==> src/hw/rtl/tts_pkg.sv <==
// Package for the timer table scheduler: op codes, result kinds, sequencer
// states and the packed table entry. Used by the table memory and the top level.
// No dependencies.
package tts_pkg;

    localparam int TIME_W = 32;
    localparam int ID_W   = 32;

    typedef enum logic [2:0] {
        OP_SET        = 3'd0,
        OP_DELETE     = 3'd1,
        OP_TICK       = 3'd2,
        OP_PAUSE      = 3'd3,
        OP_RESUME     = 3'd4,
        OP_ENG_PAUSE  = 3'd5,
        OP_ENG_RESUME = 3'd6
    } t_op;

    localparam logic KIND_FIRED   = 1'b0;
    localparam logic KIND_REFUSED = 1'b1;

    typedef enum logic [2:0] {
        S_IDLE,
        S_START,
        S_SCAN,
        S_APPEND,
        S_FLUSH
    } t_state;

    typedef struct packed {
        logic signed [ID_W-1:0] id;
        logic [TIME_W-1:0]      script;
        logic [TIME_W-1:0]      duration;
        logic                   repeats;
        logic [TIME_W-1:0]      deadline;
    } t_entry;

endpackage

==> src/hw/rtl/timer_table_scheduler.sv <==
// Timer table scheduler top level: command channel in, fired/refused results out.
// Depends on tts_pkg and tts_table.
//
// Usage:
//   The slave channel takes one command item: tuser holds the op code, tdata
//   the timer id, script, duration, repeat flag and current time. The master
//   channel returns result items: fired timers during a tick, or a refusal
//   when a set finds the table full. tlast marks the final result of a command.
//   Commands without results (pause, resume, delete, most sets) return nothing.
//
// Table and throughput:
//   Entries live compacted in a table memory with one write port and one
//   registered read port; one shared adder and the id and due comparators
//   handle one entry per cycle, except while a tick holds for a stalled output.
//   Ready is high only while idle; a tick compacts the table in the same pass.
//
// Reset and stall:
//   Synchronous active-low reset empties the table (fill count to zero),
//   clears the pause state and drops any pending result; no clearing pass.
//   A fired result waits one entry in a holding register so that tlast can be
//   set on the final one; when the output register is still full the scan
//   holds on the current entry until the receiver takes the item.
module timer_table_scheduler
    import tts_pkg::*;
#(
    parameter int TIMER_SLOTS = 16
) (
    input  logic         i_clk,
    input  logic         i_rst_n,
    // command channel
    input  logic         i_s_axis_tvalid,
    output logic         o_s_axis_tready,
    // tdata, low to high: timer_id[31:0], script_index[63:32],
    // duration_ms[95:64], repeats[96], now_ms[128:97], zero fill[135:129]
    input  logic [135:0] i_s_axis_tdata,
    // tuser: op[2:0]
    input  logic [2:0]   i_s_axis_tuser,
    // result channel
    output logic         o_m_axis_tvalid,
    input  logic         i_m_axis_tready,
    // tdata, low to high: fired_script[31:0], fired_id[63:32]
    output logic [63:0]  o_m_axis_tdata,
    // tuser: kind[0]
    output logic [0:0]   o_m_axis_tuser,
    output logic         o_m_axis_tlast
);

    localparam int AW = (TIMER_SLOTS > 1) ? $clog2(TIMER_SLOTS) : 1;
    localparam int CW = $clog2(TIMER_SLOTS + 1);
    localparam logic [CW-1:0] FULL_COUNT = CW'(TIMER_SLOTS);

    // sequencer and command registers
    t_state                 r_state, n_state;
    t_op                    r_op, n_op;
    logic signed [ID_W-1:0] r_id, n_id;
    logic [TIME_W-1:0]      r_script, n_script;
    logic [TIME_W-1:0]      r_dur, n_dur;
    logic                   r_rep, n_rep;
    logic [TIME_W-1:0]      r_now, n_now;

    // table bookkeeping
    logic [CW-1:0]          r_count, n_count;
    logic [CW-1:0]          r_idx, n_idx;
    logic [CW-1:0]          r_wr, n_wr;
    logic                   r_found, n_found;
    logic [TIME_W-1:0]      r_span, n_span;

    // pause state
    logic                   r_paused, n_paused;
    logic                   r_pbg, n_pbg;
    logic [TIME_W-1:0]      r_ptime, n_ptime;

    // holding register for the newest result
    logic                   r_pend_vld, n_pend_vld;
    logic                   r_pend_kind, n_pend_kind;
    logic [TIME_W-1:0]      r_pend_script, n_pend_script;
    logic signed [ID_W-1:0] r_pend_id, n_pend_id;

    // output register
    logic                   r_out_vld, n_out_vld;
    logic                   r_out_kind, n_out_kind;
    logic [TIME_W-1:0]      r_out_script, n_out_script;
    logic signed [ID_W-1:0] r_out_id, n_out_id;
    logic                   r_out_last, n_out_last;

    // table port
    logic                   mem_wr_en;
    logic [AW-1:0]          mem_wr_addr;
    t_entry                 mem_wr_entry;
    logic                   mem_rd_en;
    logic [AW-1:0]          mem_rd_addr;
    t_entry                 mem_rd_entry;

    // shared adder
    logic [TIME_W-1:0]      add_a, add_b, add_sum;
    logic                   add_cin;

    logic                   s_accept;
    logic                   out_free;
    logic                   push;
    logic                   push_last;
    logic [CW-1:0]          idx_inc;
    logic                   more;
    logic                   is_due;
    logic                   id_hit;

    tts_table #(
        .DEPTH (TIMER_SLOTS)
    ) u_table (
        .i_clk      (i_clk),
        .i_wr_en    (mem_wr_en),
        .i_wr_addr  (mem_wr_addr),
        .i_wr_entry (mem_wr_entry),
        .i_rd_en    (mem_rd_en),
        .i_rd_addr  (mem_rd_addr),
        .o_rd_entry (mem_rd_entry)
    );

    assign add_sum  = add_a + add_b + TIME_W'(add_cin);
    assign s_accept = i_s_axis_tvalid && o_s_axis_tready;
    assign out_free = !r_out_vld || i_m_axis_tready;
    assign idx_inc  = r_idx + CW'(1);
    assign more     = (idx_inc != r_count);
    assign is_due   = (r_now >= mem_rd_entry.deadline);
    assign id_hit   = (mem_rd_entry.id == r_id);

    assign o_s_axis_tready = (r_state == S_IDLE);
    assign o_m_axis_tvalid = r_out_vld;
    assign o_m_axis_tdata  = {r_out_id, r_out_script};
    assign o_m_axis_tuser  = r_out_kind;
    assign o_m_axis_tlast  = r_out_last;

    always_ff @(posedge i_clk) begin
        if (!i_rst_n) begin
            r_state    <= S_IDLE;
            r_count    <= '0;
            r_paused   <= 1'b0;
            r_pbg      <= 1'b0;
            r_ptime    <= '0;
            r_pend_vld <= 1'b0;
            r_out_vld  <= 1'b0;
        end else begin
            r_state    <= n_state;
            r_count    <= n_count;
            r_paused   <= n_paused;
            r_pbg      <= n_pbg;
            r_ptime    <= n_ptime;
            r_pend_vld <= n_pend_vld;
            r_out_vld  <= n_out_vld;
        end
    end

    always_ff @(posedge i_clk) begin
        r_op          <= n_op;
        r_id          <= n_id;
        r_script      <= n_script;
        r_dur         <= n_dur;
        r_rep         <= n_rep;
        r_now         <= n_now;
        r_idx         <= n_idx;
        r_wr          <= n_wr;
        r_found       <= n_found;
        r_span        <= n_span;
        r_pend_kind   <= n_pend_kind;
        r_pend_script <= n_pend_script;
        r_pend_id     <= n_pend_id;
        r_out_kind    <= n_out_kind;
        r_out_script  <= n_out_script;
        r_out_id      <= n_out_id;
        r_out_last    <= n_out_last;
    end

    always_comb begin
        n_state       = r_state;
        n_op          = r_op;
        n_id          = r_id;
        n_script      = r_script;
        n_dur         = r_dur;
        n_rep         = r_rep;
        n_now         = r_now;
        n_count       = r_count;
        n_idx         = r_idx;
        n_wr          = r_wr;
        n_found       = r_found;
        n_span        = r_span;
        n_paused      = r_paused;
        n_pbg         = r_pbg;
        n_ptime       = r_ptime;
        n_pend_vld    = r_pend_vld;
        n_pend_kind   = r_pend_kind;
        n_pend_script = r_pend_script;
        n_pend_id     = r_pend_id;

        mem_wr_en     = 1'b0;
        mem_wr_addr   = r_wr[AW-1:0];
        mem_wr_entry  = mem_rd_entry;
        mem_rd_en     = 1'b0;
        mem_rd_addr   = '0;

        add_a         = r_now;
        add_b         = r_dur;
        add_cin       = 1'b0;

        push          = 1'b0;
        push_last     = 1'b0;

        case (r_state)
            S_IDLE: begin
                if (s_accept) begin
                    n_op     = t_op'(i_s_axis_tuser);
                    n_id     = i_s_axis_tdata[31:0];
                    n_script = i_s_axis_tdata[63:32];
                    n_dur    = i_s_axis_tdata[95:64];
                    n_rep    = i_s_axis_tdata[96];
                    n_now    = i_s_axis_tdata[128:97];
                    n_state  = S_START;
                end
            end

            S_START: begin
                n_idx   = '0;
                n_wr    = '0;
                n_found = 1'b0;
                n_state = S_IDLE;
                case (r_op)
                    OP_SET: begin
                        if (r_count != '0) begin
                            mem_rd_en = 1'b1;
                            n_state   = S_SCAN;
                        end else begin
                            n_state = S_APPEND;
                        end
                    end
                    OP_DELETE: begin
                        if (r_count != '0) begin
                            mem_rd_en = 1'b1;
                            n_state   = S_SCAN;
                        end
                    end
                    OP_TICK: begin
                        if (!r_paused && r_count != '0) begin
                            mem_rd_en = 1'b1;
                            n_state   = S_SCAN;
                        end
                    end
                    OP_PAUSE, OP_ENG_PAUSE: begin
                        if (r_op == OP_ENG_PAUSE) begin
                            n_pbg = r_paused;
                        end
                        if (!r_paused) begin
                            n_paused = 1'b1;
                            n_ptime  = r_now;
                        end
                    end
                    OP_RESUME, OP_ENG_RESUME: begin
                        // span = now - pause_time through the shared adder
                        add_a   = r_now;
                        add_b   = ~r_ptime;
                        add_cin = 1'b1;
                        n_span  = add_sum;
                        if (r_paused && !(r_op == OP_ENG_RESUME && r_pbg)) begin
                            n_paused = 1'b0;
                            if (r_count != '0) begin
                                mem_rd_en = 1'b1;
                                n_state   = S_SCAN;
                            end
                        end
                    end
                    default: begin
                        n_state = S_IDLE;
                    end
                endcase
            end

            S_SCAN: begin
                case (r_op)
                    OP_SET: begin
                        if (id_hit) begin
                            // update in place and stop the scan
                            mem_wr_en             = 1'b1;
                            mem_wr_addr           = r_idx[AW-1:0];
                            mem_wr_entry.id       = r_id;
                            mem_wr_entry.script   = r_script;
                            mem_wr_entry.duration = r_dur;
                            mem_wr_entry.repeats  = r_rep;
                            mem_wr_entry.deadline = add_sum;
                            n_state               = S_IDLE;
                        end else if (more) begin
                            n_idx       = idx_inc;
                            mem_rd_en   = 1'b1;
                            mem_rd_addr = idx_inc[AW-1:0];
                        end else begin
                            n_state = S_APPEND;
                        end
                    end

                    OP_DELETE: begin
                        if (id_hit && !r_found) begin
                            n_found = 1'b1;
                        end else begin
                            // shift down over the removed slot
                            mem_wr_en = 1'b1;
                            n_wr      = r_wr + CW'(1);
                        end
                        if (more) begin
                            n_idx       = idx_inc;
                            mem_rd_en   = 1'b1;
                            mem_rd_addr = idx_inc[AW-1:0];
                        end else begin
                            n_count = n_wr;
                            n_state = S_IDLE;
                        end
                    end

                    OP_TICK: begin
                        if (is_due && r_pend_vld && !out_free) begin
                            // hold on this entry until the output frees up
                            n_state = S_SCAN;
                        end else begin
                            if (is_due) begin
                                push          = r_pend_vld;
                                n_pend_vld    = 1'b1;
                                n_pend_kind   = KIND_FIRED;
                                n_pend_script = mem_rd_entry.script;
                                n_pend_id     = mem_rd_entry.id;
                                if (mem_rd_entry.repeats) begin
                                    add_b                 = mem_rd_entry.duration;
                                    mem_wr_entry.deadline = add_sum;
                                    mem_wr_en             = 1'b1;
                                    n_wr                  = r_wr + CW'(1);
                                end
                            end else begin
                                mem_wr_en = 1'b1;
                                n_wr      = r_wr + CW'(1);
                            end
                            if (more) begin
                                n_idx       = idx_inc;
                                mem_rd_en   = 1'b1;
                                mem_rd_addr = idx_inc[AW-1:0];
                            end else begin
                                n_count = n_wr;
                                n_state = S_FLUSH;
                            end
                        end
                    end

                    OP_RESUME, OP_ENG_RESUME: begin
                        add_a                 = mem_rd_entry.deadline;
                        add_b                 = r_span;
                        mem_wr_entry.deadline = add_sum;
                        mem_wr_en             = 1'b1;
                        mem_wr_addr           = r_idx[AW-1:0];
                        if (more) begin
                            n_idx       = idx_inc;
                            mem_rd_en   = 1'b1;
                            mem_rd_addr = idx_inc[AW-1:0];
                        end else begin
                            n_state = S_IDLE;
                        end
                    end

                    default: begin
                        n_state = S_IDLE;
                    end
                endcase
            end

            S_APPEND: begin
                if (r_count == FULL_COUNT) begin
                    n_pend_vld    = 1'b1;
                    n_pend_kind   = KIND_REFUSED;
                    n_pend_script = '0;
                    n_pend_id     = r_id;
                    n_state       = S_FLUSH;
                end else begin
                    mem_wr_en             = 1'b1;
                    mem_wr_addr           = r_count[AW-1:0];
                    mem_wr_entry.id       = r_id;
                    mem_wr_entry.script   = r_script;
                    mem_wr_entry.duration = r_dur;
                    mem_wr_entry.repeats  = r_rep;
                    mem_wr_entry.deadline = add_sum;
                    n_count               = r_count + CW'(1);
                    n_state               = S_IDLE;
                end
            end

            S_FLUSH: begin
                if (!r_pend_vld) begin
                    n_state = S_IDLE;
                end else if (out_free) begin
                    push       = 1'b1;
                    push_last  = 1'b1;
                    n_pend_vld = 1'b0;
                    n_state    = S_IDLE;
                end
            end

            default: begin
                n_state = S_IDLE;
            end
        endcase
    end

    // output register: drop on take, load from the holding register on push
    always_comb begin
        n_out_vld    = r_out_vld && !i_m_axis_tready;
        n_out_kind   = r_out_kind;
        n_out_script = r_out_script;
        n_out_id     = r_out_id;
        n_out_last   = r_out_last;
        if (push) begin
            n_out_vld    = 1'b1;
            n_out_kind   = r_pend_kind;
            n_out_script = r_pend_script;
            n_out_id     = r_pend_id;
            n_out_last   = push_last;
        end
    end

endmodule

==> src/hw/rtl/tts_table.sv <==
// Timer table storage: one write port and one registered read port.
// Depends on tts_pkg for the entry type.
module tts_table
    import tts_pkg::*;
#(
    parameter int DEPTH = 16,
    localparam int AW   = (DEPTH > 1) ? $clog2(DEPTH) : 1
) (
    input  logic          i_clk,
    input  logic          i_wr_en,
    input  logic [AW-1:0] i_wr_addr,
    input  t_entry        i_wr_entry,
    input  logic          i_rd_en,
    input  logic [AW-1:0] i_rd_addr,
    output t_entry        o_rd_entry
);

    t_entry r_mem [DEPTH];
    t_entry r_rd_entry;

    always_ff @(posedge i_clk) begin
        if (i_wr_en) begin
            r_mem[i_wr_addr] <= i_wr_entry;
        end
    end

    always_ff @(posedge i_clk) begin
        if (i_rd_en) begin
            r_rd_entry <= r_mem[i_rd_addr];
        end
    end

    assign o_rd_entry = r_rd_entry;

endmodule

==> config.mk <==
export PLATFORM = sky130hd
export DESIGN_NAME = timer_table_scheduler
export DESIGN_NICKNAME = d
export VERILOG_FILES = /design/src/hw/rtl/tts_pkg.sv /design/src/hw/rtl/timer_table_scheduler.sv /design/src/hw/rtl/tts_table.sv
export SDC_FILE = /design/constraint.sdc
export NUM_CORES = 2
export LEC_CHECK = 0
export BUFFER_PORTS_ARGS = -buffer_cell sky130_fd_sc_hd__buf_4
export CAP_MARGIN = 5
export CORE_MARGIN = 3
export CORE_UTILIZATION = 45
export DETAILED_ROUTE_END_ITERATION = 10
export PLACE_DENSITY = 0.71
export REMOVE_ABC_BUFFERS = 1
export SETUP_SLACK_MARGIN = 0.15
export SLEW_MARGIN = 30
export SYNTH_ARGS = -nofsm -noshare
export SYNTH_HDL_FRONTEND = slang
export SYNTH_SLANG_ARGS = --single-unit
==> constraint.sdc <==
create_clock -name i_clk -period 23.1 [get_ports i_clk]
set_clock_uncertainty 0.2 [all_clocks]
set_input_delay 3.465 -clock i_clk [delete_from_list [all_inputs] [get_ports i_clk]]
set_output_delay 3.465 -clock i_clk [all_outputs]
set_load 0.01 [all_outputs]
==> results.cfg <==
[setup_path]
start_kind = input pin
worstPathRequired_ns = 23.46
path_class = in2reg
cp_slowest_stage_delay_ns = 0.86
path_delay_family = compound AO/OA/AOI/OAI gates
crit_chain = buf_4 > nor2b_1 > nand2_1 > nand2_1 > nor2_4 > buf_4 > nor2_1 > o21a_1 > buf_4 > a21o_1 > fa_1 > inv_1 > fa_1 > nor2b_1 > o21a_1 > o21a_1 > o211ai_1 > a21oi_1 > o31ai_1 > a211o_1 > a211oi_1 > a211oi_2
critPathMaxFanout = 32
arrival_ns = 9.37
critical_path_cell_count = 22
cp-end-kind = register
reg2reg_depth = 24
crit_slowest_cell = a211oi_2
path_buf_inv = 4

[global_route]
grt_pass1_vias = 55170
grt_max_degree = 145
grt_overflow = 0
grt_pass1_wl_mm = 378.4
antenna_found_initial = 7
gr-usage-all-layers_pct = 22.51

[clock_network]
root_buffer = clkbuf_16
insertion_delay_ns = 0.93
ctsResizeCount = 0
cts-htree-levels = 5
cts_buffers = 277
clock_path_buffers = 4
cts.sinks = 2543
cts_tree = built
postCtsHoldBufs = 0
clk_pin_slew_ns = 0.06
postCtsSetupRepairBufs = 0

[pwr]
p_leak_nw = 35.70
swShare_pct = 20.05
power.density_nw_per_um2 = 83.99
p_switching_mw = 1.923
combPwrFrac_pct = 2.5
clock_power_share_pct = 44.6
seq_power_share_pct = 52.9
p_int_mw = 7.668
max-vdd-ir-drop_uv = 67.95

[floorplan]
core_area_um2 = 220400
fp-row-count = 172
start_util_pct = 45.41
dieArea_um2 = 228100
fp.dieH_um = 477.6
die_x_um = 477.6
io_pins = 211

[run]
cap_violations = 0

[yosys]
synth-seq-area-share_pct = 75.86
async_reset_ff_share_pct = 0
synth-seq-cells = 2543
syn-mean-instance-area_um2 = 16.89
netlist_instances = 5927
synth-edff-count = 2499
ys.flop_type = edfxtp_1
syn-cell-area_um2 = 100100
yosys_warnings = 0
ys_types = 78

[placement]
post-dp-hpwl_mm = 135.5
placedCellCount = 8880
place_congestion = 0.9192
port_buffers = 203

[min_path]
hold_depth = 0
hp-class = reg2reg

[drt]
post_drt_wl_per_cell_um = 28.16
drt-initial-drc-count = 6562
drc = 0
detail_route.first_pass.iterations = 6
drt-total-wl_mm = 263.7
ant_nets = 0
num_vias = 56310
via_per_inst = 6.013

[run_status]
status = complete, no violations

[timing]
whs_ns = 0.2159
slew_headroom_pct = 28.09
period_minus_slack_ns = 9.005
final_hold_viol_count = 0
slew_viol_final = 0
rsz0062_at_grt = no
fin_crit_sh_pct = 38.98
worstMarginPinSlew_ns = 1.079
final-setup-viol-count = 0
max_freq_mhz = 111.0

[finish]
final_cell_mix = edfxtp_1, mux2i_1, o22ai_1
fin_nets = 6419
final_common_cell = edfxtp_1
syn_to_final_growth_pct = 14.10
fillCellCount = 17410
layout-drive-gt1-share_pct = 12.30
fin_util_pct = 51.82
final_cells = 9365
[kinds of logic after synthesis]
group / count (synthesis) / share of synthesized area [%]
buffers and inverters: 385 / 1.760
DFF: 2543 / 75.86
adders and majority gates: 69 / 0.8776
and+or+nand+nor: 900 / 4.416
xor gates and xnor gates: 73 / 0.6389
muxes: 1071 / 10.75
AOI/OAI and AO/OA: 886 / 5.695
[cell type report]
type,count,area (um2),area share (%)
Antenna cell,2,5.005,0.004383
Multi-Input combinational cell,2999,22680,19.86
Clock buffer,325,7249,6.348
Timing Repair Buffer,326,2953,2.586
Clock inverter,152,1455,1.274
Inverter,60,225.2,0.1972
Tap cell,2958,3701,3.241
Sequential cell,2543,75920,66.49
[flip-flops by register name, indices dropped and copies added, names as in the netlist, 5 cells and up]
name / count
r_out_script: 32
r_out_id: 32
r_ptime: 32
u_table.r_mem: 2064
r_dur: 32
r_count: 5
r_script: 32
u_table.o_rd_entry: 129
r_pend_script: 32
r_idx: 5
r_pend_id: 32
r_id: 32
r_now: 32
r_wr: 5
r_span: 32
[through the flow]
step                area (um2)  setup TNS, ns  total power [mW]  setup slack [ns]
floorplan                98540       -2056.05             5.319            -15.94
CTS                     114000              0             9.648             14.19
global route            114200              0             9.861             13.96
finish                  114200              0             9.592             14.09
detailed placement      105300              0             5.408             13.22
global placement        105000              0             5.404             13.38
[cells in the mapped netlist (all sizes together), types with 14 or more instances]
master / instances / share of area (%)
clkbuf: 126 / 0.47
nand4: 26 / 0.19
o21a: 16 / 0.12
a21oi: 96 / 0.48
edfxtp: 2499 / 75
xnor2: 58 / 0.51
nor2: 77 / 0.29
o21ai: 64 / 0.32
a21o: 48 / 0.36
buf: 199 / 1.1
o22ai: 549 / 3.4
mux2: 31 / 0.35
or4: 129 / 0.97
nand3: 118 / 0.59
xor2: 15 / 0.13
a31oi: 14 / 0.10
nor3: 20 / 0.10
inv: 59 / 0.22
dfxtp: 44 / 0.88
ha: 67 / 0.84
mux2i: 1040 / 10
and2: 37 / 0.23
nand2: 439 / 1.6
a32oi: 32 / 0.28
[metal layers]
layer / vias to the layer above / routed length (um) / track usage [%]
li1: 24090 / - / -
met1: 28790 / 105100 / 31.16
met2: 2911 / 124700 / 36.00
met3: 512 / 24800 / 4.071
met4: 4 / 9136 / 7.760
met5: - / 31 / 0
[worst reg2reg max path: stages, from the launching register on]
cell	delay, ns
edfxtp_1	0.49
inv_1	0.15
ha_1	0.32
nand2_1	0.13
nor4_4	0.51
o211ai_2	0.40
o211a_1	0.43
nor2_4	0.10
buf_4	0.42
nor2_1	0.08
o21a_1	0.18
buf_4	0.27
a21o_1	0.29
fa_1	0.55
inv_1	0.14
fa_1	0.23
nor2b_1	0.07
o21a_1	0.18
o21a_1	0.22
o211ai_1	0.37
a21oi_1	0.25
o31ai_1	0.57
a211o_1	0.26
a211oi_1	0.09
a211oi_2	0.86
[power groups by stage]
stage                     Clock (mW)  Sequential (mW)  Combinational, mW
after CTS                       4.33             5.07              0.238
after detailed placement           0             5.17              0.236
after global routing            4.53             5.07              0.261
after floorplan                    0             5.16              0.164
final                           4.27             5.08              0.243
after global placement             0             5.17              0.232
[final timing paths]
| kind | startpoint | slack, ns | to |
|---|---|---|---|
| worst max-delay path | i_m_axis_tready | 14.09 | u_table.r_mem[15][30] |
| worst min-delay path | r_pend_script[14] | 0.22 | r_out_script[14] |
| worst min register to register | r_pend_script[14] | 0.22 | r_out_script[14] |
| worst max register to register | u_table.o_rd_entry[29] | 14.97 | u_table.r_mem[15][30] |
(Power assumes the default switching activity.)
